**src/design/fcba_pkg.sv**
```systemverilog
// ----------------------------------------------------------------------------
// fcba_pkg
// Shared types and codes of the FAT chain block allocator.
// ----------------------------------------------------------------------------
package fcba_pkg;

    localparam int BLK_W = 10;
    localparam int ENT_W = 11;

    // request codes
    localparam logic [2:0] REQ_FORMAT = 3'd0;
    localparam logic [2:0] REQ_ALLOC  = 3'd1;
    localparam logic [2:0] REQ_FREE   = 3'd2;
    localparam logic [2:0] REQ_CHAIN  = 3'd3;
    localparam logic [2:0] REQ_LINK   = 3'd4;
    localparam logic [2:0] REQ_READ   = 3'd5;

    // status codes
    localparam logic [1:0] ST_OK    = 2'd0;
    localparam logic [1:0] ST_FULL  = 2'd1;
    localparam logic [1:0] ST_RANGE = 2'd2;

    // register index
    localparam logic REG_ENTRIES = 1'b0;

    localparam logic [ENT_W-1:0] NIL         = 11'h7FF;
    localparam logic [ENT_W-1:0] ENT_MIN     = 11'd128;
    localparam logic [ENT_W-1:0] ENT_RESET   = 11'd256;
    localparam logic [BLK_W-1:0] COUNT_MAX   = 10'd1023;
    localparam int               ENT_CAP     = 1024;

    typedef struct packed {
        logic             wr_en;
        logic             rd_en;
        logic [BLK_W-1:0] addr;
        logic [ENT_W-1:0] wdata;
    } t_mem_req;

endpackage

```
**src/design/fcba_regs.sv**
```systemverilog
// ----------------------------------------------------------------------------
// fcba_regs
// Configuration register port; delivers the clamped table size.
// ----------------------------------------------------------------------------
module fcba_regs
    import fcba_pkg::*;
#(
    parameter int LIMIT = 1024
) (
    input  logic             i_clk,
    input  logic             i_rst_n,
    input  logic             psel,
    input  logic             penable,
    input  logic             pwrite,
    input  logic [2:0]       paddr,
    input  logic [31:0]      pwdata,
    output logic [31:0]      prdata,
    output logic             pready,
    output logic [ENT_W-1:0] o_entries
);

    localparam logic [ENT_W-1:0] LP_LIM = ENT_W'(LIMIT);

    logic [ENT_W-1:0] r_table_entries;

    always_ff @(posedge i_clk) begin
        if (!i_rst_n) begin
            r_table_entries <= ENT_RESET;
        end else if (psel && penable && pwrite && (paddr[2] == REG_ENTRIES)) begin
            r_table_entries <= pwdata[ENT_W-1:0];
        end
    end

    assign pready = 1'b1;
    assign prdata = (paddr[2] == REG_ENTRIES) ? {21'd0, r_table_entries} : 32'd0;

    // clamp into [128, limit]
    always_comb begin
        if (r_table_entries < ENT_MIN) begin
            o_entries = ENT_MIN;
        end else if (r_table_entries > LP_LIM) begin
            o_entries = LP_LIM;
        end else begin
            o_entries = r_table_entries;
        end
    end

endmodule

```
**config.mk**
```make
export PLATFORM = sky130hd
export DESIGN_NAME = fcba_regs
export DESIGN_NICKNAME = d
export VERILOG_FILES = /design/src/design/fcba_pkg.sv /design/src/design/fcba_regs.sv
export SDC_FILE = /design/constraint.sdc
export NUM_CORES = 1
export LEC_CHECK = 0
export BUFFER_PORTS_ARGS = -buffer_cell sky130_fd_sc_hd__buf_2
export CORE_ASPECT_RATIO = 1.4
export CORE_MARGIN = 2
export CORE_UTILIZATION = 35
export CTS_BUF_LIST = sky130_fd_sc_hd__clkbuf_16
export CTS_CLUSTER_SIZE = 28
export DETAILED_ROUTE_END_ITERATION = 8
export HOLD_SLACK_MARGIN = 0.12
export PLACE_DENSITY = 0.92
export SYNTH_ARGS = -nofsm -noshare
export SYNTH_HDL_FRONTEND = slang
export SYNTH_SLANG_ARGS = --single-unit
```
**constraint.sdc**
```tcl
create_clock -name i_clk -period 1.15 [get_ports i_clk]
set_clock_uncertainty 0.15 [all_clocks]
set_input_delay 0.115 -clock i_clk [delete_from_list [all_inputs] [get_ports i_clk]]
set_output_delay 0.115 -clock i_clk [all_outputs]
set_load 0.005 [all_outputs]
```
==> impl_metrics.tcl, run 1 <==
set metrics [dict create \
    outcome "finished, violations left" \
    violations "negative setup slack" \
    clk_pin_slew_ns 0.04 \
    route.antenna.remaining_nets 0 \
    io_pins 84 \
    synth_seq_cells 11 \
    largest-register "r_table_entries" \
    layout-area-overhead-vs-synth_pct 51.9 \
    ff2ff_setup_slack_ns 0.21 \
    whs_endpoint "r_table_entries[9]" \
    vias 785 \
    cp-end-kind "output pin" \
    rows 20 \
    setup_viol 14 \
    pwr-share-comb 0.145 \
    ys.flop_type "dfxtp_1" \
    worst-setup-path-type "reg2out" \
    antenna_found_initial 0 \
    post-route-period-util 1.19 \
    met3WireLength_um 148 \
    netlist_top_cells_area "dfxtp_1, buf_4, mux2i_1" \
    clk_latency_ns 0.24 \
    die_w_um 44.6 \
    clockBufferDepth 2 \
    whs_path_depth 3 \
    async_reset_ff_frac 0 \
    seqPwrFrac 0.332 \
    grt_max_degree 14 \
    reg2reg_to "r_table_entries[7]" \
    cp.arrival_ns 1.10 \
    rsz0062_at_grt "true" \
    cts_tree "done" \
    dr.pass1.iters 4 \
    nets 196 \
    critPathMaxFanout 3 \
    hpwl_um 1360 \
    hold_class "in2reg" \
    crit_path_start_kind "flop" \
    yosysTopAreaCell "dfxtp_1" \
    power_density_nw_per_um2 981 \
    dieArea_um2 2710 \
    reg_top3 "r_table_entries x11" \
    gp_congestion 0.767 \
    initial_core_util 0.371 \
    drt_first_iter_violations 13 \
    p_int_mw 0.944 \
    grt_pass1_vias 733 \
    finalPower_mw 1.20 \
    hold_start "i_rst_n" \
    slew_violations 0 \
    dpl_cell_area_um2 951 \
    clock_power_share 0.523 \
    yosysSeqAreaShare 0.273 \
    numCtsBuffers 3 \
    cts_root_buf "clkbuf_16" \
    synth_edf_count 0 \
    netlist.area_leader.share 0.273 \
    syn_avg_cell_area_um2 8.23 \
    final_area_um2 1230 \
    wl_um 2010 \
    grtUsageTotal 0.159 \
    finalSetupTns_ns -1.99 \
    cts.sinks 11 \
    ys_warn_count 0 \
    syn_area_um2 807 \
    largest_reg_flops 11 \
    fp.dieH_um 60.8 \
    port_buffers 38 \
    grt_pass1_wl_um 3130 \
    fin_ws_ns -0.213 \
    r2r_cells 4 \
    drc_errors 0 \
    cap_viol_max_count 0 \
    syn_inst 98 \
    hold_viol 0 \
    synth_common_cells "buf_4, nand2_1, nor2b_1" \
    wl_met2_um 1130 \
    via_per_inst 4.44 \
    period_needed_ns 1.36 \
    diodes 0 \
    r2r-start "r_table_entries[7]" \
    max_freq_mhz 734 \
    wl_per_cell_um 11.3 \
    p_leak_nw 0.638 \
    overflow 0 \
    ys_types 15 \
    cp.required_ns 0.88 \
    p_sw_mw 0.260 \
    layout-drive-gt1-share 0.432 \
    max-vdd-ir-drop_mv 0.711 \
    htreeDepth 1 \
    drt-met1-wl_um 690 \
    core_area_um2 2180 \
    yosysMostFrequentCell "buf_4" \
    dr.max_layer_used "met4" \
    p_sw_frac 0.216 \
]
worst max-delay path: stages, from the launching register on:
cell and delay, ns:
dfxtp_2 0.33, nor3_4 0.21, buf_4 0.16, nor3b_1 0.04, buf_2 0.12
worst max-delay path by stage:
stage | startpoint | to | depth (start not counted)
after global routing | r_table_entries[9] | o_entries[0] | 4
final | r_table_entries[9] | o_entries[0] | 4
after floorplan | r_table_entries[7] | o_entries[0] | 2
after CTS | r_table_entries[8] | o_entries[7] | 4
after detailed placement | r_table_entries[7] | o_entries[3] | 3
after global placement | r_table_entries[7] | o_entries[5] | 3
per-stage QoR:
stage                     hold WS [ns]   util  std cells  setup slack (ns)
after floorplan                  0.107      -        118             0.148
after global placement           0.215  0.437        158           -0.0921
final                           0.0710  0.563        177            -0.213
after global routing             0.104  0.563        177            -0.275
after detailed placement         0.223  0.437        158            -0.101
after CTS                       0.0820  0.552        175            -0.209
routing by layer:
layer | global-route usage | vias to the layer above
met3 | 0.0268 | 5
met4 | 0.0909 | 0
met5 | 0 | -
met2 | 0.306 | 38
met1 | 0.154 | 361
li1 | - | 381
power groups by stage:
stage | clock (mW) | combinational, mW | sequential (mW)
6_report | 0.629 | 0.175 | 0.399
5_1_grt | 0.660 | 0.195 | 0.400
4_1_cts | 0.641 | 0.168 | 0.399
3_5_place_dp | 0 | 0.133 | 0.404
3_3_place_gp | 0 | 0.131 | 0.403
2_1_floorplan | 0 | 0.131 | 0.403
placed cells by master, fill, tap and decap left out, drive strengths merged:
cell type and count:
clkbuf 3, nand2 20, nor3 1, nor3b 7, o21ba 1, buf 49
inv 1, nor2 1, dlygate4sd3 12, dfxtp 11, mux2i 11, and4b 1
conb 22, and2b 1, nor2b 14
final cells by class:
type | count | area (um^2)
Timing Repair Buffer | 61 | 404
Fill cell | 207 | 951
Sequential cell | 11 | 226
Tap cell | 22 | 27.5
Clock inverter | 1 | 3.75
Clock buffer | 3 | 75.1
Multi-Input combinational cell | 79 | 489
cell families (layout without fill, tap and decap cells):
group           Yosys count  in the layout  share of synthesized area
other cells               2             22                    0.00931
flops                    11             11                      0.273
buf+inv                  28             65                      0.259
compound gates            1              1                     0.0124
simple gates             45             45                      0.310
mux                      11             11                      0.136
what timing repair did:
item                                    in CTS  in global routing
hold buffers                                11                  1
hold endpoints to repair                    11                  3
resized for setup                           13                  3
pin swaps                                    4                  0
endpoints found under the setup margin      14                 16
buffers inserted                             2                  1
(Power assumes the default switching activity.)
==> inputs of run 2 (changes only) <==
--- a/config.mk
+++ b/config.mk
@@ -7,7 +7,7 @@
 export LEC_CHECK = 0
 export BUFFER_PORTS_ARGS = -buffer_cell sky130_fd_sc_hd__buf_2
 export CORE_ASPECT_RATIO = 1.4
-export CORE_MARGIN = 2
+export CORE_MARGIN = 4
 export CORE_UTILIZATION = 35
 export CTS_BUF_LIST = sky130_fd_sc_hd__clkbuf_16
 export CTS_CLUSTER_SIZE = 28
==> impl_metrics.tcl, run 2 (same netlist as run 1, synthesis figures left out) <==
set metrics [dict create \
    dr.max_layer_used "met4" \
    cts_tree "done" \
    cp.required_ns 0.88 \
    wl_per_cell_um 11.8 \
    hold_viol 0 \
    htreeDepth 1 \
    grt_pass1_vias 716 \
    initial_core_util 0.371 \
    seq_area_um2 225 \
    cp.arrival_ns 1.09 \
    fill_cells 217 \
    via_per_inst 4.29 \
    clk_latency_ns 0.23 \
    critPathMaxFanout 3 \
    dpl_cell_area_um2 943 \
    worst-setup-path-type "reg2out" \
    period_needed_ns 1.36 \
    clk_pin_slew_ns 0.04 \
    crit_path_start_kind "flop" \
    max-vdd-ir-drop_mv 0.873 \
    fin_ws_ns -0.208 \
    port_buffers 38 \
    final_common_cell "buf_2" \
    hpwl_um 1420 \
    io_pins 84 \
    max_freq_mhz 736 \
    reg_top3 "r_table_entries x11" \
    violations "negative setup slack" \
    drc_errors 0 \
    finish.utilization 0.571 \
    r2r-start "r_table_entries[7]" \
    die_w_um 48.6 \
    met3WireLength_um 175 \
    cts_root_buf "clkbuf_16" \
    grt_pass1_wl_um 3160 \
    overflow 0 \
    rows 20 \
    cp-end-kind "output pin" \
    grtUsageTotal 0.125 \
    largest_reg_flops 11 \
    rsz0062_at_grt "true" \
    numCtsBuffers 3 \
    p_leak_nw 0.646 \
    fp.dieH_um 64.8 \
    outcome "finished, violations left" \
    layout_common_cells "buf_2, conb_1, nand2_1" \
    vias 750 \
    r2r_cells 4 \
    final_area_um2 1240 \
    clockBufferDepth 2 \
    antenna_found_initial 0 \
    drt_first_iter_violations 12 \
    route.antenna.remaining_nets 0 \
    power_density_nw_per_um2 955 \
    endpoint "o_entries[6]" \
    nets 194 \
    wl_met2_um 1140 \
    gp_congestion 0.764 \
    wl_um 2060 \
    multi_input_area_um2 520 \
    hold_class "in2reg" \
    layout-area-overhead-vs-synth_pct 54.0 \
    cap_viol_max_count 0 \
    critPathLaunch "r_table_entries[9]" \
    dr.pass1.iters 4 \
    layout-drive-gt1-share 0.451 \
    dieArea_um2 3150 \
    reg2reg_to "r_table_entries[7]" \
    core_area_um2 2180 \
    cts.sinks 11 \
    setup_viol 14 \
    grt_max_degree 13 \
    largest-register "r_table_entries" \
    diodes 0 \
    ff2ff_setup_slack_ns 0.21 \
    post-route-period-util 1.18 \
    drt-met1-wl_um 742 \
    slew_violations 0 \
]
run 2: worst min path at each step:
stage / cells after the start / to / startpoint / slack, ns
after global routing: 3 / r_table_entries[3] / i_rst_n / 0.13
final: 3 / r_table_entries[3] / i_rst_n / 0.08
after floorplan: 2 / r_table_entries[0] / pwdata[0] / 0.11
after global placement: 3 / r_table_entries[4] / pwdata[4] / 0.22
after detailed placement: 3 / r_table_entries[4] / pwdata[4] / 0.22
after CTS: 3 / r_table_entries[3] / i_rst_n / 0.09
run 2: what timing repair did:
action,in CTS,in global routing
hold buffers,11,0
buffers inserted,2,1
pin swaps,1,2
hold endpoints to repair,11,0
endpoints found under the setup margin,14,15
cloned,0,0
resized for setup,14,7
run 2: per-layer routing:
layer  global-route usage  up-vias
li1                     -      375
met1                0.134      335
met2                0.227       38
met3               0.0345        2
met4               0.0505        0
met5                    0        -
run 2: per-stage QoR:
| stage | setup TNS, ns | hold slack, ns | power [mW] | worst slack, ns | instances |
|---|---|---|---|---|---|
| 3_3_place_gp | -0.593 | 0.215 | 0.533 | -0.0907 | 157 |
| 2_1_floorplan | 0 | 0.107 | 0.534 | 0.148 | 118 |
| 3_5_place_dp | -0.652 | 0.218 | 0.535 | -0.100 | 157 |
| 4_1_cts | -1.79 | 0.0854 | 1.19 | -0.199 | 174 |
| 5_1_grt | -2.43 | 0.128 | 1.25 | -0.258 | 175 |
| 6_report | -1.82 | 0.0846 | 1.19 | -0.208 | 175 |
run 2: power by group:
group | switching (mW) | internal [mW]
registers | 0.00638 | 0.392
clock network | 0.155 | 0.455
logic | 0.0830 | 0.0959
total | 0.244 | 0.943
run 2: final cells by class:
class	count	share of cell area
clock inverter	1	0.00302
sequential	11	0.181
multi-input combinational	79	0.419
clock buffer	3	0.0604
timing repair buffer	59	0.314
tap	22	0.0222
run 2: worst max-delay path, cell delays in order (launching register included):
cell and delay, ns:
dfxtp_2 0.32, nor3_4 0.20, buf_4 0.17, nor3b_2 0.04, buf_2 0.12
