[src/design/fcba_pkg.sv]
// ----------------------------------------------------------------------------
// fcba_pkg
// Shared types and codes of the FAT chain block allocator.
// ----------------------------------------------------------------------------
package fcba_pkg;

    localparam int BLK_W = 10;
    localparam int ENT_W = 11;

    // request codes
    localparam logic [2:0] REQ_FORMAT = 3'd0;
    localparam logic [2:0] REQ_ALLOC  = 3'd1;
    localparam logic [2:0] REQ_FREE   = 3'd2;
    localparam logic [2:0] REQ_CHAIN  = 3'd3;
    localparam logic [2:0] REQ_LINK   = 3'd4;
    localparam logic [2:0] REQ_READ   = 3'd5;

    // status codes
    localparam logic [1:0] ST_OK    = 2'd0;
    localparam logic [1:0] ST_FULL  = 2'd1;
    localparam logic [1:0] ST_RANGE = 2'd2;

    // register index
    localparam logic REG_ENTRIES = 1'b0;

    localparam logic [ENT_W-1:0] NIL         = 11'h7FF;
    localparam logic [ENT_W-1:0] ENT_MIN     = 11'd128;
    localparam logic [ENT_W-1:0] ENT_RESET   = 11'd256;
    localparam logic [BLK_W-1:0] COUNT_MAX   = 10'd1023;
    localparam int               ENT_CAP     = 1024;

    typedef struct packed {
        logic             wr_en;
        logic             rd_en;
        logic [BLK_W-1:0] addr;
        logic [ENT_W-1:0] wdata;
    } t_mem_req;

endpackage

[src/design/fcba_ctrl.sv]
// ----------------------------------------------------------------------------
// fcba_ctrl
// Request sequencer: reads, modifies and writes back the next-block table,
// holds the free-list head and count, and registers the result.
// ----------------------------------------------------------------------------
module fcba_ctrl
    import fcba_pkg::*;
(
    input  logic                    i_clk,
    input  logic                    i_rst_n,
    input  logic [ENT_W-1:0]        i_entries,
    input  logic                    i_valid,
    output logic                    o_ready,
    input  logic [2:0]              i_req_type,
    input  logic [BLK_W-1:0]        i_block_index,
    input  logic signed [ENT_W-1:0] i_link_target,
    output logic                    o_valid,
    input  logic                    i_ready,
    output logic signed [ENT_W-1:0] o_result_block,
    output logic [1:0]              o_status,
    output logic [BLK_W-1:0]        o_free_count,
    output logic [ENT_W-1:0]        o_chain_length,
    output t_mem_req                o_mem,
    input  logic [ENT_W-1:0]        i_rdata
);

    localparam logic [2:0] S_IDLE  = 3'd0;
    localparam logic [2:0] S_EXEC  = 3'd1;
    localparam logic [2:0] S_FMT   = 3'd2;
    localparam logic [2:0] S_ALLOC = 3'd3;
    localparam logic [2:0] S_WCHK  = 3'd4;
    localparam logic [2:0] S_RDN   = 3'd5;
    localparam logic [2:0] S_DONE  = 3'd6;

    function automatic logic in_table(input logic [ENT_W-1:0] v, input logic [ENT_W-1:0] n);
        return !v[ENT_W-1] && (v < n);
    endfunction

    function automatic logic [BLK_W-1:0] sat_add(input logic [BLK_W-1:0] total,
                                                 input logic [ENT_W-1:0] k);
        logic [ENT_W:0] sum;
        sum = {2'b00, total} + {1'b0, k};
        return (sum > {2'b00, COUNT_MAX}) ? COUNT_MAX : sum[BLK_W-1:0];
    endfunction

    logic [2:0]       r_state, n_state;
    logic [2:0]       r_req, n_req;
    logic [BLK_W-1:0] r_blk, n_blk;
    logic [ENT_W-1:0] r_tgt, n_tgt;
    logic [BLK_W-1:0] r_cur, n_cur;
    logic [ENT_W-1:0] r_chain, n_chain;
    logic [BLK_W-1:0] r_idx, n_idx;
    logic [ENT_W-1:0] r_head, n_head;
    logic [BLK_W-1:0] r_total, n_total;
    logic [ENT_W-1:0] r_res, n_res;
    logic [1:0]       r_stat, n_stat;
    logic [ENT_W-1:0] r_len, n_len;

    logic             r_o_valid;
    logic [ENT_W-1:0] r_o_res;
    logic [1:0]       r_o_stat;
    logic [BLK_W-1:0] r_o_cnt;
    logic [ENT_W-1:0] r_o_len;

    logic             w_blk_out;
    logic             w_load;
    logic [ENT_W-1:0] w_last;

    assign w_blk_out = ({1'b0, r_blk} >= i_entries);
    assign w_load    = (r_state == S_DONE) && (!r_o_valid || i_ready);
    assign w_last    = i_entries - 11'd1;

    always_comb begin
        n_state = r_state;
        n_req   = r_req;
        n_blk   = r_blk;
        n_tgt   = r_tgt;
        n_cur   = r_cur;
        n_chain = r_chain;
        n_idx   = r_idx;
        n_head  = r_head;
        n_total = r_total;
        n_res   = r_res;
        n_stat  = r_stat;
        n_len   = r_len;
        o_mem   = '0;

        unique case (r_state)
            S_IDLE: begin
                if (i_valid) begin
                    n_req   = i_req_type;
                    n_blk   = i_block_index;
                    n_tgt   = i_link_target;
                    n_state = S_EXEC;
                end
            end
            S_EXEC: begin
                n_res   = NIL;
                n_stat  = ST_OK;
                n_len   = '0;
                n_state = S_DONE;
                case (r_req)
                    REQ_FORMAT: begin
                        n_idx   = '0;
                        n_state = S_FMT;
                    end
                    REQ_ALLOC: begin
                        if (r_total == '0) begin
                            n_stat = ST_FULL;
                        end else if (!in_table(r_head, i_entries)) begin
                            n_stat = ST_RANGE;
                        end else begin
                            o_mem.rd_en = 1'b1;
                            o_mem.addr  = r_head[BLK_W-1:0];
                            n_res       = r_head;
                            n_state     = S_ALLOC;
                        end
                    end
                    REQ_FREE: begin
                        if (w_blk_out) begin
                            n_stat = ST_RANGE;
                        end else begin
                            o_mem.wr_en = 1'b1;
                            o_mem.addr  = r_blk;
                            o_mem.wdata = r_head;
                            n_head      = {1'b0, r_blk};
                            n_total     = sat_add(r_total, 11'd1);
                        end
                    end
                    REQ_CHAIN: begin
                        if (w_blk_out) begin
                            n_stat = ST_RANGE;
                        end else begin
                            o_mem.rd_en = 1'b1;
                            o_mem.addr  = r_blk;
                            n_cur       = r_blk;
                            n_chain     = 11'd1;
                            n_state     = S_WCHK;
                        end
                    end
                    REQ_LINK: begin
                        if (w_blk_out || (r_tgt != NIL && !in_table(r_tgt, i_entries))) begin
                            n_stat = ST_RANGE;
                        end else begin
                            o_mem.wr_en = 1'b1;
                            o_mem.addr  = r_blk;
                            o_mem.wdata = r_tgt;
                        end
                    end
                    REQ_READ: begin
                        if (w_blk_out) begin
                            n_stat = ST_RANGE;
                        end else begin
                            o_mem.rd_en = 1'b1;
                            o_mem.addr  = r_blk;
                            n_state     = S_RDN;
                        end
                    end
                    default: ;
                endcase
            end
            S_FMT: begin
                // block 0 and the last block end their chains
                o_mem.wr_en = 1'b1;
                o_mem.addr  = r_idx;
                if (r_idx == '0 || {1'b0, r_idx} == w_last) begin
                    o_mem.wdata = NIL;
                end else begin
                    o_mem.wdata = {1'b0, r_idx} + 11'd1;
                end
                if ({1'b0, r_idx} == w_last) begin
                    n_head  = 11'd1;
                    n_total = w_last[BLK_W-1:0];
                    n_state = S_DONE;
                end else begin
                    n_idx = r_idx + 10'd1;
                end
            end
            S_ALLOC: begin
                o_mem.wr_en = 1'b1;
                o_mem.addr  = r_res[BLK_W-1:0];
                o_mem.wdata = NIL;
                n_head      = i_rdata;
                n_total     = r_total - 10'd1;
                n_state     = S_DONE;
            end
            S_WCHK: begin
                if (r_chain < i_entries && in_table(i_rdata, i_entries)) begin
                    // advance along the chain, fetch the next link
                    o_mem.rd_en = 1'b1;
                    o_mem.addr  = i_rdata[BLK_W-1:0];
                    n_cur       = i_rdata[BLK_W-1:0];
                    n_chain     = r_chain + 11'd1;
                end else begin
                    // splice the whole chain onto the free list
                    o_mem.wr_en = 1'b1;
                    o_mem.addr  = r_cur;
                    o_mem.wdata = r_head;
                    n_head      = {1'b0, r_blk};
                    n_total     = sat_add(r_total, r_chain);
                    n_len       = r_chain;
                    n_state     = S_DONE;
                end
            end
            S_RDN: begin
                n_res   = i_rdata;
                n_state = S_DONE;
            end
            S_DONE: begin
                if (w_load) begin
                    n_state = S_IDLE;
                end
            end
            default: n_state = S_IDLE;
        endcase
    end

    always_ff @(posedge i_clk) begin
        if (!i_rst_n) begin
            r_state   <= S_IDLE;
            r_head    <= 11'd1;
            r_total   <= '0;
            r_o_valid <= 1'b0;
        end else begin
            r_state <= n_state;
            r_head  <= n_head;
            r_total <= n_total;
            if (w_load) begin
                r_o_valid <= 1'b1;
            end else if (i_ready) begin
                r_o_valid <= 1'b0;
            end
        end
    end

    always_ff @(posedge i_clk) begin
        r_req   <= n_req;
        r_blk   <= n_blk;
        r_tgt   <= n_tgt;
        r_cur   <= n_cur;
        r_chain <= n_chain;
        r_idx   <= n_idx;
        r_res   <= n_res;
        r_stat  <= n_stat;
        r_len   <= n_len;
        if (w_load) begin
            r_o_res  <= r_res;
            r_o_stat <= r_stat;
            r_o_cnt  <= r_total;
            r_o_len  <= r_len;
        end
    end

    assign o_ready        = (r_state == S_IDLE);
    assign o_valid        = r_o_valid;
    assign o_result_block = r_o_res;
    assign o_status       = r_o_stat;
    assign o_free_count   = r_o_cnt;
    assign o_chain_length = r_o_len;

endmodule

[config.mk]
export PLATFORM = sky130hd
export DESIGN_NAME = fcba_ctrl
export DESIGN_NICKNAME = d
export VERILOG_FILES = /design/src/design/fcba_pkg.sv /design/src/design/fcba_ctrl.sv
export SDC_FILE = /design/constraint.sdc
export NUM_CORES = 1
export LEC_CHECK = 0
export BUFFER_PORTS_ARGS = -buffer_cell sky130_fd_sc_hd__buf_2
export CORE_UTILIZATION = 30
export CTS_BUF_LIST = sky130_fd_sc_hd__clkbuf_4 sky130_fd_sc_hd__clkbuf_8
export CTS_CLUSTER_DIAMETER = 150
export CTS_CLUSTER_SIZE = 12
export DETAILED_ROUTE_END_ITERATION = 7
export SYNTH_ARGS = -nofsm -noshare
export SYNTH_HDL_FRONTEND = slang
export SYNTH_SLANG_ARGS = --single-unit
[constraint.sdc]
create_clock -name i_clk -period 11.4 [get_ports i_clk]
set_clock_uncertainty 0.15 [all_clocks]
set_input_delay 0 -clock i_clk [delete_from_list [all_inputs] [get_ports i_clk]]
set_output_delay 0 -clock i_clk [all_outputs]
set_load 0.05 [all_outputs]
==> run summary <==
status - completed
crit start category - flip-flop
sink of the worst hold path - r_total[9]
postcts setup bufs - 0
Warnings, synthesis - 0
post-synthesis sequential area ratio - 43.2%
pin count of the biggest net entering global routing - 37
Initial DRT Pass Iterations - 5
FF-to-FF End - r_head[0]
CTS root buf - clkbuf_8
Detailed Place HPWL - 22.4 mm
hold_sp - i_entries[7]
Reg power frac - 40.7%
most common library cell in the layout ignoring fill and taps - edfxtp_1
r2r setup slk - 7.40 ns
H-tree depth - 4
crit-path max FO - 21
CTS tree - yes
initial antenna violation count - 0
Sequential Area - 0.00389 mm^2
final hold violations - 0
CP peak stage delay - 1.00 ns
Period minus WS final - 4.00 ns
number of distinct library cells after synthesis - 69
# IOs - 109
Post-synth EDFFs - 113
commonest cells after routing, fill and taps aside - 113 x edfxtp_1, 108 x buf_2, 67 x ha_1
IO buf count - 108
main flop type after synthesis - edfxtp_1
fin crit share - 35.0%
vias in the first global route - 7681
core outline area - 0.0296 mm^2
# rows - 63
area occupied by multi-input gates - 0.00477 mm^2
total gr overflow - 0
Final setup viols - 0
vias per cell - 5.66
FFs w/ async S/R, synth - 0%
GRT Total Usage - 20.2%
clk buf depth - 2
clock-pin slew on the worst setup and hold paths - 0.09 ns
pwr dens - 164 mW/mm^2
Comb power frac - 34.0%
Resized cells post-CTS - 0
Syn Inst Count - 922
synthesized area per cell - 9.77 um^2
Sum Neg Setup Slack - 0 ns
Num CTS Buffers - 17
Slew Limit Fails - 0
die height - 175 um
layout cells sized above 1 - 15.9%
crit path capture type - flip-flop
# clock sinks - 138
leakage power - 4.17 nW
Critical Path AT - 4.19 ns
Synth Cell Area - 0.00901 mm^2
Clk network pwr share - 25.3%
# DRC - 0
FILL cells - 3012
RSZ-0062 raised after global routing - no
Layout Utilization - 36.3%
Net Sw Power - 0.000685 W
RD Place Congestion - 0.979
worst-path cell chain - nor4bb_1 > nand4_1 > o32ai_1 > a21oi_2 > nor4_4 > or3_4 > o211ai_1 > dlygate4sd3_1
P_int - 0.00107 W
Routed WL - 31.1 mm
Seq cells post-synth - 138
Routed Antenna Nets - 0
VDD IR-drop max - 0.0000862 V
Worst Hold Class - input pin to flip-flop
hold path cells - 6
switching share of power - 39.0%
cell with the largest stage delay on the worst path - nor4_4
MaxCap Viol Count - 0
Worst EP required - 11.60 ns
syn_nets - 1040
clock latency on the worst-skew pair - 0.46 ns
FMAX - 0.250 GHz
Least-Margin Pin Slew - 1.27 ns
Initial Utilization - 30.5%
Worst R2R Start - r_idx[8]
die area - 0.0307 mm^2
Setup CP Type - flip-flop to flip-flop
nets@finish - 1165
area grow syn2layout - 19.2%
relative slew slack - 14.7%
DRT iter0 DRCs - 776
routed len/inst - 21.4 um
die width - 175 um
via count - 8206
Reg2Reg Depth - 8
first-pass GRT wire length - 46.6 mm
==> layer usage <==
metal | share of wire, % | track usage (%)
met5 | 0 | 0
met4 | 3.4 | 8.15
met3 | 7.5 | 3.01
met2 | 46 | 32.8
met1 | 43 | 27.0
==> area by class of cell <==
class	instances	area share [%]
clock inverters	12	1.62
well taps	390	4.55
diodes	1	0.0233
flip-flops and latches	138	36.3
repair buffers	161	9.67
inverters	32	1.12
multi-input cells	697	44.4
clock buffers	19	2.32
==> per-stage QoR <==
stage | hold WS, ns | cell area, um^2 | total power, W | instances | setup WS, ns
after floorplan | -0.0511 | 9010 | 0.00111 | 922 | 7.69
after global placement | 0.0269 | 9910 | 0.00130 | 1378 | 7.89
after detailed placement | 0.0281 | 9910 | 0.00130 | 1378 | 7.84
after CTS | 0.0107 | 10700 | 0.00176 | 1449 | 7.55
after global routing | 0.0661 | 10700 | 0.00184 | 1449 | 7.24
final | 0.0422 | 10700 | 0.00176 | 1450 | 7.40
==> registers in the layout, indices dropped and copies added, names as in the netlist <==
signal and flops:
o_chain_length 11, o_free_count 10, o_result_block 11, o_status 2
o_valid 1, r_blk 10, r_chain 11, r_cur 10
r_head 11, r_idx 10, r_len 11, r_req 3
r_res 11, r_stat 2, r_state 3, r_tgt 11
r_total 10
==> how the worst max path moves through the flow <==
stage                from                end
4_1_cts          r_idx[4]          r_head[0]
5_1_grt          r_idx[4]          r_head[0]
2_1_floorplan  r_state[0]  o_chain_length[0]
6_report         r_idx[8]          r_head[0]
3_3_place_gp     r_blk[0]         r_chain[5]
3_5_place_dp     r_blk[0]         r_chain[0]
==> synth_stat cells (all sizes together) (14+ instances only) <==
cell	n	area [um^2]
edfxtp	113	3390
nor2	67	254
and2	14	87.6
a21o	17	128
nand4	14	87.6
nor3	18	95.1
nand3	56	280
a31oi	25	156
dfxtp	25	500
nand2	61	229
o21ai	50	250
inv	32	120
and3	16	100
a211oi	21	173
clkbuf	46	173
a21oi	59	299
ha	67	838
xor2	15	131
nor4	19	134
xnor2	27	236
==> logic make-up (layout without fill, tap and decap cells) <==
kind of cell | Yosys count | in the layout | share of synthesized area, %
buf+inv | 87 | 224 | 4.01
xor+xnor | 45 | 45 | 4.83
simple gates | 310 | 310 | 17.8
flops | 138 | 138 | 43.2
compound gates | 264 | 264 | 19.5
fa+ha+maj | 68 | 68 | 9.53
other cells | 0 | 1 | 0
mux | 10 | 10 | 1.11
==> power by group through the flow <==
stage,Clock (W),Combinational (W),Sequential (W)
after floorplan,0,0.000440,0.000673
final,0.000444,0.000597,0.000716
after global routing,0.000470,0.000649,0.000720
after CTS,0.000452,0.000590,0.000713
after detailed placement,0,0.000576,0.000724
after global placement,0,0.000572,0.000723
==> what timing repair did <==
action	CTS	global route
hold buffers	40	0
setup endpoints to repair	0	0
hold endpoints to repair	66	0
==> worst max-delay path, delay by kind of cell (launching register included) <==
kind | cells | cell delay (ns)
buf+inv | 1 | 0.59
flops | 1 | 0.68
simple gates | 4 | 2.00
compound gates | 3 | 0.44
Power figures use the tool's default switching activity.
